$ cat src/rtl/s2d_pkg.sv
package s2d_pkg;

  localparam int COORD_BYTES_DEF  = 32;
  localparam int DIGEST_BYTES_DEF = 32;
  localparam int MAX_RESULTS      = 34;
  localparam int ZCNT_W           = 6;
  localparam int QUEUE_DEPTH      = 2;

  localparam logic [7:0] TAG_SEQ    = 8'h30;
  localparam logic [7:0] TAG_INT    = 8'h02;
  localparam logic [7:0] TAG_OCT    = 8'h04;
  localparam logic [7:0] RAW_PREFIX = 8'h04;
  localparam logic [6:0] LEN_CNT_MAX = 7'd4;

  typedef enum logic [14:0] {
    PH_SEQ_TAG = 15'b000000000000001,
    PH_SEQ_LEN = 15'b000000000000010,
    PH_X_TAG   = 15'b000000000000100,
    PH_X_LEN   = 15'b000000000001000,
    PH_X_VAL   = 15'b000000000010000,
    PH_Y_TAG   = 15'b000000000100000,
    PH_Y_LEN   = 15'b000000001000000,
    PH_Y_VAL   = 15'b000000010000000,
    PH_D_TAG   = 15'b000000100000000,
    PH_D_LEN   = 15'b000001000000000,
    PH_D_VAL   = 15'b000010000000000,
    PH_B_TAG   = 15'b000100000000000,
    PH_B_LEN   = 15'b001000000000000,
    PH_B_VAL   = 15'b010000000000000,
    PH_DONE    = 15'b100000000000000
  } phase_e;

  // One command per accepted input word: the results that word causes.
  typedef struct packed {
    logic              byte_en;
    logic [7:0]        data;
    logic [ZCNT_W-1:0] zcnt;
    logic              dig_en;
    logic              stat_en;
    logic              stat_bad;
  } cmd_t;

endpackage

$ cat src/rtl/s2d_front.sv
module s2d_front import s2d_pkg::*; #(
  parameter int COORD_BYTES  = COORD_BYTES_DEF,
  parameter int DIGEST_BYTES = DIGEST_BYTES_DEF,
  localparam int DigAw       = $clog2(DIGEST_BYTES)
) (
  input  logic             clk_i,
  input  logic             rst_ni,
  input  logic             in_valid_i,
  output logic             in_ready_o,
  input  logic [7:0]       in_byte_i,
  input  logic             in_last_i,
  input  logic             fifo_full_i,
  output logic             push_o,
  output cmd_t             cmd_o,
  output logic             dig_we_o,
  output logic [DigAw-1:0] dig_waddr_o,
  output logic [7:0]       dig_wdata_o
);

  localparam int ZrMax = (COORD_BYTES > MAX_RESULTS) ? COORD_BYTES : MAX_RESULTS;
  localparam int ZrW   = $clog2(ZrMax + 1);
  localparam int CntW  = $clog2(COORD_BYTES + DIGEST_BYTES + MAX_RESULTS + 2);

  phase_e      phase_q, phase_d;
  logic [31:0] acc_q, acc_d;
  logic [2:0]  lleft_q, lleft_d;
  logic [31:0] vleft_q, vleft_d;
  logic [31:0] seqlen_q, seqlen_d;
  logic [31:0] bah_q, bah_d;
  logic        mal_q, mal_d;

  logic [31:0]    len_val;
  logic [ZrW-1:0] zraw;
  logic           zero_en;
  logic [CntW-1:0] cnt;
  logic [31:0]    widx;
  logic           ok;

  assign in_ready_o  = !fifo_full_i;
  assign push_o      = in_valid_i && in_ready_o;
  assign len_val     = (lleft_q == 3'd0) ? {24'd0, in_byte_i} : {acc_q[23:0], in_byte_i};
  assign zraw        = ZrW'(COORD_BYTES) - len_val[ZrW-1:0];
  assign widx        = 32'(DIGEST_BYTES) - vleft_q;
  assign dig_waddr_o = widx[DigAw-1:0];
  assign dig_wdata_o = in_byte_i;

  always_comb begin
    phase_d  = phase_q;
    acc_d    = acc_q;
    lleft_d  = lleft_q;
    vleft_d  = vleft_q;
    seqlen_d = seqlen_q;
    bah_d    = bah_q;
    mal_d    = mal_q;
    cmd_o    = '0;
    zero_en  = 1'b0;
    dig_we_o = 1'b0;
    if (!mal_q) begin
      if (phase_q != PH_SEQ_TAG && phase_q != PH_SEQ_LEN && bah_q != '1) begin
        bah_d = bah_q + 32'd1;
      end
      unique case (phase_q)
        PH_SEQ_TAG: begin
          if (in_byte_i != TAG_SEQ) begin
            mal_d = 1'b1;
          end else begin
            cmd_o.byte_en = 1'b1;
            cmd_o.data    = RAW_PREFIX;
            phase_d       = PH_SEQ_LEN;
          end
        end
        PH_X_TAG, PH_Y_TAG: begin
          if (in_byte_i != TAG_INT) begin
            mal_d = 1'b1;
          end else begin
            phase_d = (phase_q == PH_X_TAG) ? PH_X_LEN : PH_Y_LEN;
          end
        end
        PH_D_TAG, PH_B_TAG: begin
          if (in_byte_i != TAG_OCT) begin
            mal_d = 1'b1;
          end else begin
            phase_d = (phase_q == PH_D_TAG) ? PH_D_LEN : PH_B_LEN;
          end
        end
        PH_SEQ_LEN, PH_X_LEN, PH_Y_LEN, PH_D_LEN, PH_B_LEN: begin
          if (lleft_q == 3'd0 && in_byte_i[7]) begin
            if (in_byte_i[6:0] == 7'd0 || in_byte_i[6:0] > LEN_CNT_MAX) begin
              mal_d = 1'b1;
            end else begin
              lleft_d = in_byte_i[2:0];
              acc_d   = '0;
            end
          end else begin
            if (lleft_q != 3'd0) begin
              acc_d   = len_val;
              lleft_d = lleft_q - 3'd1;
            end
            if (lleft_q <= 3'd1) begin
              if (phase_q == PH_SEQ_LEN) begin
                seqlen_d = len_val;
                phase_d  = PH_X_TAG;
              end else if (phase_q == PH_X_LEN || phase_q == PH_Y_LEN) begin
                zero_en = (len_val < 32'(COORD_BYTES));
                vleft_d = len_val;
                if (len_val == 32'd0) begin
                  phase_d = (phase_q == PH_X_LEN) ? PH_Y_TAG : PH_D_TAG;
                end else begin
                  phase_d = (phase_q == PH_X_LEN) ? PH_X_VAL : PH_Y_VAL;
                end
              end else if (phase_q == PH_D_LEN) begin
                if (len_val != 32'(DIGEST_BYTES)) begin
                  mal_d = 1'b1;
                end else begin
                  vleft_d = len_val;
                  phase_d = PH_D_VAL;
                end
              end else begin
                if (len_val == 32'd0) begin
                  mal_d = 1'b1;
                end else begin
                  vleft_d = len_val;
                  phase_d = PH_B_VAL;
                end
              end
            end
          end
        end
        PH_X_VAL, PH_Y_VAL: begin
          if (vleft_q > 32'(COORD_BYTES) && in_byte_i != 8'd0) begin
            mal_d = 1'b1;
          end else begin
            if (vleft_q <= 32'(COORD_BYTES)) begin
              cmd_o.byte_en = 1'b1;
              cmd_o.data    = in_byte_i;
            end
            vleft_d = vleft_q - 32'd1;
            if (vleft_q == 32'd1) begin
              phase_d = (phase_q == PH_X_VAL) ? PH_Y_TAG : PH_D_TAG;
            end
          end
        end
        PH_D_VAL: begin
          dig_we_o = push_o;
          vleft_d  = vleft_q - 32'd1;
          if (vleft_q == 32'd1) begin
            phase_d = PH_B_TAG;
          end
        end
        PH_B_VAL: begin
          cmd_o.byte_en = 1'b1;
          cmd_o.data    = in_byte_i;
          vleft_d       = vleft_q - 32'd1;
          if (vleft_q == 32'd1) begin
            cmd_o.dig_en = 1'b1;
            phase_d      = PH_DONE;
          end
        end
        default: begin
        end
      endcase
    end

    if (zero_en) begin
      cmd_o.zcnt = (zraw > ZrW'(MAX_RESULTS)) ? ZCNT_W'(MAX_RESULTS) : ZCNT_W'(zraw);
    end
    cnt = CntW'(cmd_o.byte_en) + (zero_en ? CntW'(zraw) : CntW'(0)) +
          (cmd_o.dig_en ? CntW'(DIGEST_BYTES) : CntW'(0));
    ok  = !mal_d && phase_d == PH_DONE && bah_d >= seqlen_d;

    if (in_last_i) begin
      cmd_o.stat_en  = (cnt < CntW'(MAX_RESULTS));
      cmd_o.stat_bad = !ok;
      phase_d  = PH_SEQ_TAG;
      acc_d    = '0;
      lleft_d  = '0;
      vleft_d  = '0;
      seqlen_d = '0;
      bah_d    = '0;
      mal_d    = 1'b0;
    end
  end

  always_ff @(posedge clk_i or negedge rst_ni) begin
    if (!rst_ni) begin
      phase_q  <= PH_SEQ_TAG;
      acc_q    <= '0;
      lleft_q  <= '0;
      vleft_q  <= '0;
      seqlen_q <= '0;
      bah_q    <= '0;
      mal_q    <= 1'b0;
    end else if (push_o) begin
      phase_q  <= phase_d;
      acc_q    <= acc_d;
      lleft_q  <= lleft_d;
      vleft_q  <= vleft_d;
      seqlen_q <= seqlen_d;
      bah_q    <= bah_d;
      mal_q    <= mal_d;
    end
  end

endmodule

$ cat src/rtl/s2d_fifo.sv
module s2d_fifo import s2d_pkg::*; (
  input  logic clk_i,
  input  logic rst_ni,
  input  logic push_i,
  input  cmd_t cmd_i,
  output logic full_o,
  input  logic pop_i,
  output logic valid_o,
  output cmd_t cmd_o
);

  localparam int Aw = $clog2(QUEUE_DEPTH);

  cmd_t        mem_q [QUEUE_DEPTH];
  logic [Aw-1:0] wptr_q, rptr_q;
  logic [Aw:0]   cnt_q;
  logic          do_push, do_pop;

  assign full_o  = (cnt_q == (Aw+1)'(QUEUE_DEPTH));
  assign valid_o = (cnt_q != '0);
  assign cmd_o   = mem_q[rptr_q];
  assign do_push = push_i && !full_o;
  assign do_pop  = pop_i && valid_o;

  always_ff @(posedge clk_i) begin
    if (do_push) begin
      mem_q[wptr_q] <= cmd_i;
    end
  end

  always_ff @(posedge clk_i or negedge rst_ni) begin
    if (!rst_ni) begin
      wptr_q <= '0;
      rptr_q <= '0;
      cnt_q  <= '0;
    end else begin
      if (do_push) begin
        wptr_q <= (wptr_q == Aw'(QUEUE_DEPTH - 1)) ? '0 : wptr_q + Aw'(1);
      end
      if (do_pop) begin
        rptr_q <= (rptr_q == Aw'(QUEUE_DEPTH - 1)) ? '0 : rptr_q + Aw'(1);
      end
      if (do_push && !do_pop) begin
        cnt_q <= cnt_q + (Aw+1)'(1);
      end else if (do_pop && !do_push) begin
        cnt_q <= cnt_q - (Aw+1)'(1);
      end
    end
  end

endmodule

$ cat src/rtl/s2d_back.sv
module s2d_back import s2d_pkg::*; #(
  parameter int DIGEST_BYTES = DIGEST_BYTES_DEF,
  localparam int DigAw       = $clog2(DIGEST_BYTES)
) (
  input  logic             clk_i,
  input  logic             rst_ni,
  input  logic             fifo_valid_i,
  input  cmd_t             fifo_cmd_i,
  output logic             pop_o,
  input  logic             dig_we_i,
  input  logic [DigAw-1:0] dig_waddr_i,
  input  logic [7:0]       dig_wdata_i,
  output logic             out_valid_o,
  input  logic             out_ready_i,
  output logic [7:0]       out_byte_o,
  output logic             is_status_o,
  output logic             status_o
);

  localparam int DigCnt = (DIGEST_BYTES < MAX_RESULTS - 1) ? DIGEST_BYTES : MAX_RESULTS - 1;

  logic [7:0]       mem_q [DIGEST_BYTES];
  logic [7:0]       dig_q;
  cmd_t             work_q, work_d;
  logic [DigAw-1:0] idx_q, idx_d;
  logic             ov_q, ov_d;
  logic [7:0]       ob_q, ob_d;
  logic             os_q, os_d;
  logic             st_q, st_d;
  logic             slot;

  assign out_valid_o = ov_q;
  assign out_byte_o  = ob_q;
  assign is_status_o = os_q;
  assign status_o    = st_q;
  assign slot        = !ov_q || out_ready_i;

  always_comb begin
    work_d = work_q;
    idx_d  = idx_q;
    ov_d   = ov_q && !out_ready_i;
    ob_d   = ob_q;
    os_d   = os_q;
    st_d   = st_q;
    if (slot) begin
      priority if (work_q.byte_en) begin
        ov_d           = 1'b1;
        ob_d           = work_q.data;
        os_d           = 1'b0;
        st_d           = 1'b0;
        work_d.byte_en = 1'b0;
      end else if (work_q.zcnt != '0) begin
        ov_d        = 1'b1;
        ob_d        = 8'd0;
        os_d        = 1'b0;
        st_d        = 1'b0;
        work_d.zcnt = work_q.zcnt - ZCNT_W'(1);
      end else if (work_q.dig_en) begin
        ov_d = 1'b1;
        ob_d = dig_q;
        os_d = 1'b0;
        st_d = 1'b0;
        if (idx_q == DigAw'(DigCnt - 1)) begin
          work_d.dig_en = 1'b0;
          idx_d         = '0;
        end else begin
          idx_d = idx_q + DigAw'(1);
        end
      end else if (work_q.stat_en) begin
        ov_d           = 1'b1;
        ob_d           = 8'd0;
        os_d           = 1'b1;
        st_d           = work_q.stat_bad;
        work_d.stat_en = 1'b0;
      end
    end
    pop_o = fifo_valid_i && !(work_d.byte_en || work_d.zcnt != '0 || work_d.dig_en ||
                              work_d.stat_en);
    if (pop_o) begin
      work_d = fifo_cmd_i;
    end
  end

  // Read data always reflects the entry at the current digest index.
  always_ff @(posedge clk_i) begin
    if (dig_we_i) begin
      mem_q[dig_waddr_i] <= dig_wdata_i;
    end
    dig_q <= mem_q[idx_d];
  end

  always_ff @(posedge clk_i or negedge rst_ni) begin
    if (!rst_ni) begin
      work_q <= '0;
      idx_q  <= '0;
      ov_q   <= 1'b0;
      ob_q   <= '0;
      os_q   <= 1'b0;
      st_q   <= 1'b0;
    end else begin
      work_q <= work_d;
      idx_q  <= idx_d;
      ov_q   <= ov_d;
      ob_q   <= ob_d;
      os_q   <= os_d;
      st_q   <= st_d;
    end
  end

endmodule

$ cat src/rtl/sm2_der_to_raw_ciphertext.sv
// Converts a DER-encoded SM2 ciphertext, fed one word (byte) per handshake, into the raw
// form 0x04 || x || y || body || digest, followed by one status word when a word marked
// last arrives. The parser takes one input word per cycle while the queue has room, and
// writes one command per word into a two-entry queue; the output sequencer delivers one
// word per cycle from that queue while the consumer is ready. A coordinate shorter than
// COORD_BYTES gets one zero byte prepended per missing byte, and the final body byte is
// followed by a replay of the buffered digest; the input stalls while the queue is full.
// Results pass through the queue and the work register before reaching the output. After
// a malformed status the consumer must discard the data words of that object.
module sm2_der_to_raw_ciphertext import s2d_pkg::*; #(
  parameter int COORD_BYTES  = COORD_BYTES_DEF,
  parameter int DIGEST_BYTES = DIGEST_BYTES_DEF
) (
  input  logic       clk_i,
  input  logic       rst_ni,
  input  logic       in_valid_i,
  output logic       in_ready_o,
  input  logic [7:0] in_byte_i,
  input  logic       in_last_i,
  output logic       out_valid_o,
  input  logic       out_ready_i,
  output logic [7:0] out_byte_o,
  output logic       is_status_o,
  output logic       status_o
);

  localparam int DigAw = $clog2(DIGEST_BYTES);

  cmd_t             push_cmd, head_cmd;
  logic             push, pop, full, head_valid;
  logic             dig_we;
  logic [DigAw-1:0] dig_waddr;
  logic [7:0]       dig_wdata;

  s2d_front #(
    .COORD_BYTES (COORD_BYTES),
    .DIGEST_BYTES(DIGEST_BYTES)
  ) u_front (
    .clk_i      (clk_i),
    .rst_ni     (rst_ni),
    .in_valid_i (in_valid_i),
    .in_ready_o (in_ready_o),
    .in_byte_i  (in_byte_i),
    .in_last_i  (in_last_i),
    .fifo_full_i(full),
    .push_o     (push),
    .cmd_o      (push_cmd),
    .dig_we_o   (dig_we),
    .dig_waddr_o(dig_waddr),
    .dig_wdata_o(dig_wdata)
  );

  s2d_fifo u_fifo (
    .clk_i  (clk_i),
    .rst_ni (rst_ni),
    .push_i (push),
    .cmd_i  (push_cmd),
    .full_o (full),
    .pop_i  (pop),
    .valid_o(head_valid),
    .cmd_o  (head_cmd)
  );

  s2d_back #(
    .DIGEST_BYTES(DIGEST_BYTES)
  ) u_back (
    .clk_i       (clk_i),
    .rst_ni      (rst_ni),
    .fifo_valid_i(head_valid),
    .fifo_cmd_i  (head_cmd),
    .pop_o       (pop),
    .dig_we_i    (dig_we),
    .dig_waddr_i (dig_waddr),
    .dig_wdata_i (dig_wdata),
    .out_valid_o (out_valid_o),
    .out_ready_i (out_ready_i),
    .out_byte_o  (out_byte_o),
    .is_status_o (is_status_o),
    .status_o    (status_o)
  );

endmodule

$ cat config.mk
export PLATFORM = sky130hd
export DESIGN_NAME = sm2_der_to_raw_ciphertext
export DESIGN_NICKNAME = d
export VERILOG_FILES = /design/src/rtl/s2d_pkg.sv /design/src/rtl/s2d_front.sv /design/src/rtl/s2d_fifo.sv /design/src/rtl/s2d_back.sv /design/src/rtl/sm2_der_to_raw_ciphertext.sv
export SDC_FILE = /design/constraint.sdc
export NUM_CORES = 1
export LEC_CHECK = 0
export CORE_MARGIN = 8
export CORE_UTILIZATION = 55
export CTS_CLUSTER_DIAMETER = 40
export CTS_CLUSTER_SIZE = 40
export DETAILED_ROUTE_END_ITERATION = 8
export DONT_BUFFER_PORTS = 1
export PLACE_DENSITY = 0.76
export REMOVE_ABC_BUFFERS = 1
export SLEW_MARGIN = 15
export SYNTH_ARGS = -nofsm -noshare
export SYNTH_HDL_FRONTEND = slang
export SYNTH_SLANG_ARGS = --single-unit
$ cat constraint.sdc
create_clock -name clk_i -period 4.8 [get_ports clk_i]
set_input_delay 0.96 -clock clk_i [delete_from_list [all_inputs] [get_ports clk_i]]
set_output_delay 0.96 -clock clk_i [all_outputs]
set_load 0.05 [all_outputs]
==> impl_summary.txt, run 1 <==
----------------------------------------------------
[Detailed routing]
  Average wire per cell in the routed design ... 21.47 um
  Violation count after the first detailed-route iteration ... 1976
  Final WL ... 61330 um
  Post-route DRC violation count ... 0
  Detail Route Antenna Nets ... 0
  Vias per std cell ... 6.366
  Router iterations before antenna repair ... 7
  Number of vias after detailed routing ... 18190

[Power and ir drop]
  Clock power share ... 42.0%
  Combinational share of power ... 20.8%
  Share of total power in sequential cells ... 37.2%
  Power density cells ... 493.7 nW/um^2
  Switching power total ... 4.071 mW
  Proportion of total power due to net switching ... 30.97%
  P_int ... 9.073 mW
  Worst VDD drop ... 0.3459 mV
  Post-layout total power ... 13.14 mW
  Leakage power summed over all cells ... 10.46 nW

[Clocking]
  Count of H-tree levels built during CTS ... 3
  Source-to-sink clock delay at the later pin of the worst-skew pair ... 610 ps
  Reg clk slew, reported paths ... 50 ps
  TritonCTS clock tree ... built
  Hold bufs inserted after CTS ... 0
  Number of CTS-inserted buffers ... 70
  CTS Buffer Depth ... 3
  Root Buffer ... clkbuf_16
  Clock sink count ... 477

[GRT]
  Number of global-route vias before repair ... 17960
  Residual overflow from global routing ... 0
  Antenna violations before repair ... 0
  Met3 Resource Use GR ... 4.413%
  Maximum number of pins on one net before global-route repair ... 178
  GR met2 Demand/Resource ... 40.16%
  Total global routing track utilization ... 24.45%
  Wire length of the first global-routing pass ... 97480 um
  Global routing's busiest layer ... met2
  GRT met1 Usage ... 31.51%

[Synthesis]
  Async set-or-reset flop fraction in the synthesized netlist ... 37.11%
  Fraction of the yosys area taken by sequential cells ... 57.03%
  Count of cell types in the netlist ... 84
  Fraction of the mapped netlist area in simple logic gates ... 19.55%
  Prevailing post-synth register cell ... edfxtp_1
  Post-Syn Area ... 23430 um^2
  Flip-flop and latch count after synthesis ... 477
  Yosys synthesis warning count ... 0
  Synthesized netlist cell count ... 2273
  Number of synthesized flops with an enable pin ... 292
  Area fraction in compound gates after synthesis ... 13.38%
  Post-synthesis xor/xnor area fraction ... 1.944%
  Mapped Avg Cell Area ... 10.31 um^2
  Mux share of post-synthesis cell area ... 2.281%
  Largest family of logic cells by synthesized area ... simple AND/OR/NAND/NOR gates
  Area share of fa/ha/maj cells after synthesis ... 2.617%

[Layout]
  Layout Utilization ... 63.33%
  N_diodes ... 0
  Proportion of layout cells with a drive suffix above 1 ... 9.879%
  Area growth from synthesis to layout ... 13.65%
  Number of filler cells placed in the layout ... 3181
  Total Nets Final ... 2324

[Timing]
  Largest clock skew in the final design ... 21.97 ps
  Final setup violation count ... 0
  Final Slew Violations ... 0
  Upper clock frequency limit ... 219.3 MHz
  Worst slew margin relative to its limit ... 30.31%
  Slew at the pin with the worst max-slew slack ... 1045 ps
  Post-route minimum period ... 4559 ps
  Fraction of the cycle the final worst path needs ... 94.98%
  Unrepaired setup endpoints after global routing ... no
  Summed negative setup slack over all endpoints ... 0 ps
  Final Hold Viols ... 0
  Hold Worst Slack ... 67.43 ps

[Floorplanning]
  Die outline area ... 49450 um^2
  Die outline width ... 222.4 um
  I/O pin total ... 25
  Core ar. ... 42040 um^2
  Starting density of the core ... 55.72%
  Die Y ... 222.4 um
  Number of placement rows ... 75

[Placed design]
  GP Congestion ... 0.9872
  Number of buffer cells added on primary ports ... 0
  DPL Wire Length ... 37670 um

[Worst setup path]
  Reg2reg start ... u_front.phase_q[2]
  Longest individual stage delay on the worst path ... 650 ps
  Cells on worst reg2reg path ... 20
  Category of the worst setup path capture point ... flip-flop
  Launching element type of the critical path ... flip-flop
  Largest fanout of any net on the critical path ... 6
  FF-to-FF End ... u_fifo.mem_q[0][0]
  Largest delay contributor family on the critical path ... simple AND/OR/NAND/NOR gates
  WP data arrival ... 4880 ps
  Launch point of the worst path ... u_front.phase_q[2]
  CP cell instances ... or4_1, nor4_4, nor3_2, o41a_1, and4_1, buf_4, nand4_1, nor3_2, xor2_1, ha_1, a21o_1, a21o_1, a21oi_2, nor2b_1, o21ai_1, a21oi_1, a211oi_2, buf_4, nor4_4, a41oi_2
  Worst-case register-to-register setup slack ... 240 ps
  Critical path class ... flip-flop to flip-flop
  Count of buffering cells on the critical path with inverters included ... 2
  Max stage delay cell, worst path ... or4_1
  WP data required ... 5120 ps

[Min path]
  Hold WC Path Type ... primary input to asynchronous set/reset pin

[Job]
  # Max-Cap Violations ... 0

[Outcome]
  Run status ... finished clean

----------------------------------------------------
==> final cells by class <==
class / count / area [um^2] / share of cell area (%)
sequential: 477 / 13360 / 50.18
multi-input combinational: 1623 / 9442 / 35.46
clock buffer: 79 / 1828 / 6.866
clock inverter: 49 / 718.2 / 2.698
tap: 539 / 674.4 / 2.533
timing repair buffer: 60 / 488.0 / 1.833
inverter: 30 / 113.9 / 0.4277
==> cells by family after synthesis <==
group / count (synthesis)
flip-flops: 477
other: 1
buffers and inverters: 173
multiplexers: 53
adder cells (fa/ha/maj): 49
XOR/XNOR: 52
AND/OR/NAND/NOR: 992
AO/OA/AOI/OAI: 476
==> cells in the final DEF (no fill, tap or decap), types with 33 or more instances in the layout <==
cell type,synthesis,routed
a21oi_1,59,57
a31oi_1,33,33
nor2_1,172,172
buf_4,14,57
edfxtp_1,292,292
nand2_1,476,474
a311oi_1,40,40
o21ai_0,164,162
dfrtp_1,176,176
and3_1,49,49
nand3_1,95,95
clkbuf_16,0,72
mux2i_1,50,49
nor3_1,42,37
ha_1,49,49
==> flip-flops by register name, summed over array words and instances (netlist names), 15 cells and up <==
| signal | flops |
|---|---|
| u_back.mem_q | 256 |
| u_back.work_q | 18 |
| u_fifo.mem_q | 36 |
| u_front.acc_q | 24 |
| u_front.bah_q | 32 |
| u_front.phase_q | 15 |
| u_front.seqlen_q | 32 |
| u_front.vleft_q | 32 |
==> routing by layer <==
metal	share of wire, %	vias up
met4	4.0	0
met3	7.4	181
li1	-	8311
met2	48	869
met5	0	-
met1	40	8826
==> how the worst max path moves through the flow <==
stage | to | slack (ps) | depth (start not counted)
floorplan | u_back.dig_q[0] | -6840 | 12
global placement | u_fifo.mem_q[0][0] | 170 | 18
detailed placement | u_fifo.mem_q[0][0] | 60 | 18
CTS | u_fifo.mem_q[0][0] | 60 | 17
global route | u_fifo.mem_q[0][0] | 60 | 20
finish | u_fifo.mem_q[0][0] | 240 | 20
==> synthesized netlist by cell type (12+ instances only) <==
cell type / n / area [um^2]
a21o_1: 14 / 105.1
a21oi_1: 59 / 295.3
a22o_1: 31 / 271.5
a22oi_1: 17 / 127.6
a311oi_1: 40 / 350.3
a31oi_1: 33 / 206.5
a32oi_1: 20 / 175.2
and2_1: 17 / 106.4
and3_1: 49 / 306.5
buf_2: 24 / 120.1
buf_4: 14 / 105.1
clkbuf_1: 96 / 360.4
dfrtp_1: 176 / 4404
edfxtp_1: 292 / 8768
ha_1: 49 / 613.1
inv_1: 29 / 108.9
mux2i_1: 50 / 500.5
nand2_1: 476 / 1787
nand3_1: 95 / 475.5
nand4_1: 20 / 125.1
nor2_1: 172 / 645.6
nor3_1: 42 / 210.2
nor4_1: 29 / 181.4
o21ai_0: 164 / 820.8
o21ai_1: 16 / 80.08
or3_1: 13 / 81.33
or4_1: 12 / 90.09
xnor2_1: 22 / 192.7
xor2_1: 30 / 262.8
==> power groups by stage <==
| stage | Combinational [mW] | Clock (mW) | Sequential (mW) |
|---|---|---|---|
| 3_3_place_gp | 2.58 | 0 | 4.94 |
| 2_1_floorplan | 1.84 | 0 | 4.90 |
| 4_1_cts | 2.67 | 5.58 | 4.88 |
| 3_5_place_dp | 2.62 | 0 | 4.95 |
| 6_report | 2.73 | 5.52 | 4.89 |
| 5_1_grt | 2.98 | 5.75 | 4.91 |
==> metrics by stage <==
stage / instance area (um^2) / cells / setup WS [ps]
after floorplan: 22790 / 2130 / -6837
after global placement: 23990 / 2726 / 165.8
after detailed placement: 23990 / 2726 / 64.53
after CTS: 26540 / 2854 / 60.98
after global routing: 26620 / 2857 / 55.88
final: 26620 / 2857 / 240.8
==> timing repair <==
item / in CTS / in global routing
endpoints found under the setup margin: 2 / 2
gates resized for setup: 1 / 11
pin swaps: 0 / 6
buffers inserted: 0 / 3
(Power assumes the default switching activity.)
==> run 2, diff against run 1 <==
--- a/config.mk
+++ b/config.mk
@@ -13,2 +13,3 @@
 export DONT_BUFFER_PORTS = 1
+export HOLD_SLACK_MARGIN = 0.15
 export PLACE_DENSITY = 0.76
==> constraint.sdc (replaced) <==
create_clock -name clk_i -period 4.8 [get_ports clk_i]
set_input_delay 0 -clock clk_i [delete_from_list [all_inputs] [get_ports clk_i]]
set_output_delay 0 -clock clk_i [all_outputs]
set_load 0.05 [all_outputs]
==> run 2 against run 1 <==
  * Sequential cell count unchanged
  * Combinational power is 4% higher
  * Largest cell class unchanged
  * Final cell count up 0.46%
  * Global-route usage grew 0.24 points
  * Setup slack worse by 72 ps
  * Non-clock buffer count is 18 higher
  * Critical path depth shrank 1
  * Utilization increased by 0.21 points
  * Sequential share of layout area decreased by 0.17 points
  * Clock skew is 1.0 ps higher
  * Wire length up 2.5%
==> impl_summary.txt, run 2 (synthesis results as in run 1) <==
----------------------------------------------------
[Placed design]
  Number of cells after detailed placement ... 2723 (-0.11%)
  Worst Setup Slack post-DPL ... 137.6 ps (+73.10 ps)
  GP Congestion ... 0.9545 (-3.3%)
  Standard cell area after detailed placement ... 23980 um^2 (about the same)
  Number of buffer cells added on primary ports ... 0 (unchanged)
  DPL Wire Length ... 37070 um (-1.6%)

[Worst setup path]
  WP data arrival ... 5050 ps (+170 ps)
  Longest individual stage delay on the worst path ... 660 ps (about the same)
  CP cell instances ... or4b_2, nor4_4, nor3_2, o41a_1, and4_1, buf_4, nand4_1, nor2_2, xor2_1, ha_1, a21o_1, a21o_1, a21oi_1, o21ai_0, a211o_1, a211oi_2, buf_4, nor4_2, a41oi_2
  Worst-case register-to-register setup slack ... 170 ps (-70 ps)
  Critical path class ... flip-flop to flip-flop
  Launching element type of the critical path ... flip-flop
  WP data required ... 5220 ps (+100 ps)
  Largest fanout of any net on the critical path ... 7 (+1)
  Max stage delay cell, worst path ... or4b_2
  Category of the worst setup path capture point ... flip-flop

[GRT]
  Global routing's busiest layer ... met2
  GRT met1 Usage ... 31.39% (-0.12 points)
  Number of global-route vias before repair ... 17710 (-1.4%)
  Residual overflow from global routing ... 0 (unchanged)
  GR met2 Demand/Resource ... 41.86% (+1.7 points)
  Total global routing track utilization ... 24.69% (+0.24 points)
  Wire length of the first global-routing pass ... 97830 um (+0.36%)
  Met3 Resource Use GR ... 4.175% (-0.24 points)
  Maximum number of pins on one net before global-route repair ... 178 (unchanged)
  Antenna violations before repair ... 2 (+2)

[Floorplanning]
  Core ar. ... 42040 um^2 (unchanged)
  Die outline area ... 49450 um^2 (unchanged)
  Die Y ... 222.4 um (unchanged)
  I/O pin total ... 25 (unchanged)
  Starting density of the core ... 55.72% (unchanged)
  Die outline width ... 222.4 um (unchanged)
  Number of placement rows ... 75 (unchanged)

[Clocking]
  TritonCTS clock tree ... built
  Root Buffer ... clkbuf_16
  Count of H-tree levels built during CTS ... 3 (unchanged)
  Reg clk slew, reported paths ... 60 ps (about the same)
  CTS Buffer Depth ... 3 (unchanged)
  Number of CTS-inserted buffers ... 66 (-5.7%)
  Clock sink count ... 477 (unchanged)
  Source-to-sink clock delay at the later pin of the worst-skew pair ... 600 ps (about the same)

[Detailed routing]
  Post-route DRC violation count ... 0 (unchanged)
  Number of vias after detailed routing ... 18310 (+0.65%)
  Detail Route Antenna Nets ... 0 (unchanged)
  Vias per std cell ... 6.378 (+0.19%)
  Violation count after the first detailed-route iteration ... 1959 (-0.86%)
  Router iterations before antenna repair ... 9 (+2)
  Final WL ... 62840 um (+2.5%)
  Average wire per cell in the routed design ... 21.89 um (+2.0%)

[Timing]
  Worst slew margin relative to its limit ... 28.85% (-1.5 points)
  Fraction of the cycle the final worst path needs ... 96.49% (+1.5 points)
  Slew at the pin with the worst max-slew slack ... 1067 ps (+22.04 ps)
  Upper clock frequency limit ... 215.9 MHz (-1.6%)
  Final Hold Viols ... 0 (unchanged)
  Summed negative setup slack over all endpoints ... 0 ps (unchanged)
  Final setup violation count ... 0 (unchanged)
  Final Slew Violations ... 0 (unchanged)
  Final worst setup slack ... 168.4 ps (-72.38 ps)
  Post-route minimum period ... 4632 ps (+72.38 ps)
  Largest clock skew in the final design ... 23.01 ps (+1.043 ps)

[Layout]
  Flip-flop count of the largest register, all copies and words added ... 256 (unchanged)
  Register area ... 13360 um^2 (unchanged)
  Final instance area ... 26710 um^2 (+0.34%)
  Area of the multi-input gates ... 9447 um^2 (about the same)
  Count of non-filler cells in the finished layout ... 2870 (+0.46%)
  Largest registers in the final layout ... u_back.mem_q x256, u_fifo.mem_q x36
  Register with the most flip-flops ... u_back.mem_q
  Number of filler cells placed in the layout ... 3085 (-3.0%)
  Layout Utilization ... 63.54% (+0.21 points)
  Most common cell after layout, fill and taps aside ... nand2_1
  Total Nets Final ... 2338 (+0.60%)
  Proportion of layout cells with a drive suffix above 1 ... 9.871% (about the same)
  Top library cells by usage in the layout, fill and taps aside ... nand2_1, edfxtp_1, dfrtp_1, nor2_1, o21ai_0
  Area growth from synthesis to layout ... 14.03%

[Power and ir drop]
  Leakage power summed over all cells ... 10.48 nW (+0.27%)
  Worst VDD drop ... 0.3717 mV (+7.4%)
  Power density cells ... 478.8 nW/um^2 (-3.0%)

[Job]
  # Max-Cap Violations ... 0 (unchanged)

[Outcome]
  Run status ... finished clean

[Min path]
  Hold WC Path Type ... primary input to flip-flop

----------------------------------------------------
[run 2: final timing paths]
path | start | to | depth (start not counted)
worst max-delay path | u_front.phase_q[0] | u_fifo.mem_q[0][0] | 19
worst min-delay path | in_byte_i[1] | u_fifo.mem_q[1][4] | 6
worst max register to register | u_front.phase_q[0] | u_fifo.mem_q[0][0] | 19
worst min register to register | u_front.seqlen_q[7] | u_front.seqlen_q[7] | 2
max in group asynchronous | rst_ni | u_back.work_q[5] | 2
min in group asynchronous | rst_ni | u_front.seqlen_q[4] | 2
[run 2: per-stage QoR]
| stage | hold slack [ps] | power, mW |
|---|---|---|
| 3_3_place_gp | -286.9 | 7.508 |
| 4_1_cts | 152.0 | 12.76 |
| 6_report | 191.2 | 12.79 |
| 5_1_grt | 248.3 | 13.27 |
| 3_5_place_dp | -287.2 | 7.572 |
| 2_1_floorplan | -295.6 | 6.739 |
[run 2: per-layer routing]
| layer | vias to the layer above | wire, um |
|---|---|---|
| met4 | 0 | 2294 |
| li1 | 8340 | - |
| met2 | 911 | 30940 |
| met3 | 169 | 4580 |
| met5 | - | 0 |
| met1 | 8885 | 25020 |
[run 2: power by group]
group	internal [mW]	leakage (nW)	switching (mW)	total, mW
Combinational	0.942	4.25	1.90	2.84
Clock	3.15	1.11	1.91	5.06
Sequential	4.63	5.12	0.261	4.89
Total	8.72	10.5	4.07	12.8
[run 2: what timing repair did]
item                                   in CTS  in global routing
endpoints found under the hold margin     624                  0
hold buffers                               23                  0
buffers inserted                            0                  1
setup endpoints to repair                   0                  2
gates resized for setup                     0                 14
[run 2: worst max-delay path, delay by kind of cell, from the launching register on]
family / cells / cell delay (ps)
simple gates: 7 / 1690
buf+inv: 2 / 300
fa+ha+maj: 1 / 320
compound gates: 8 / 1420
flops: 1 / 580
xor+xnor: 1 / 150
[run 2: final cells by class]
type | count | share of cell area, %
sequential | 477 | 50.01
multi-input combinational | 1623 | 35.36
clock buffer | 78 | 6.703
timing repair buffer | 78 | 3.026
tap | 539 | 2.525
clock inverter | 44 | 1.939
inverter | 30 | 0.4262
antenna | 1 | 0.009368
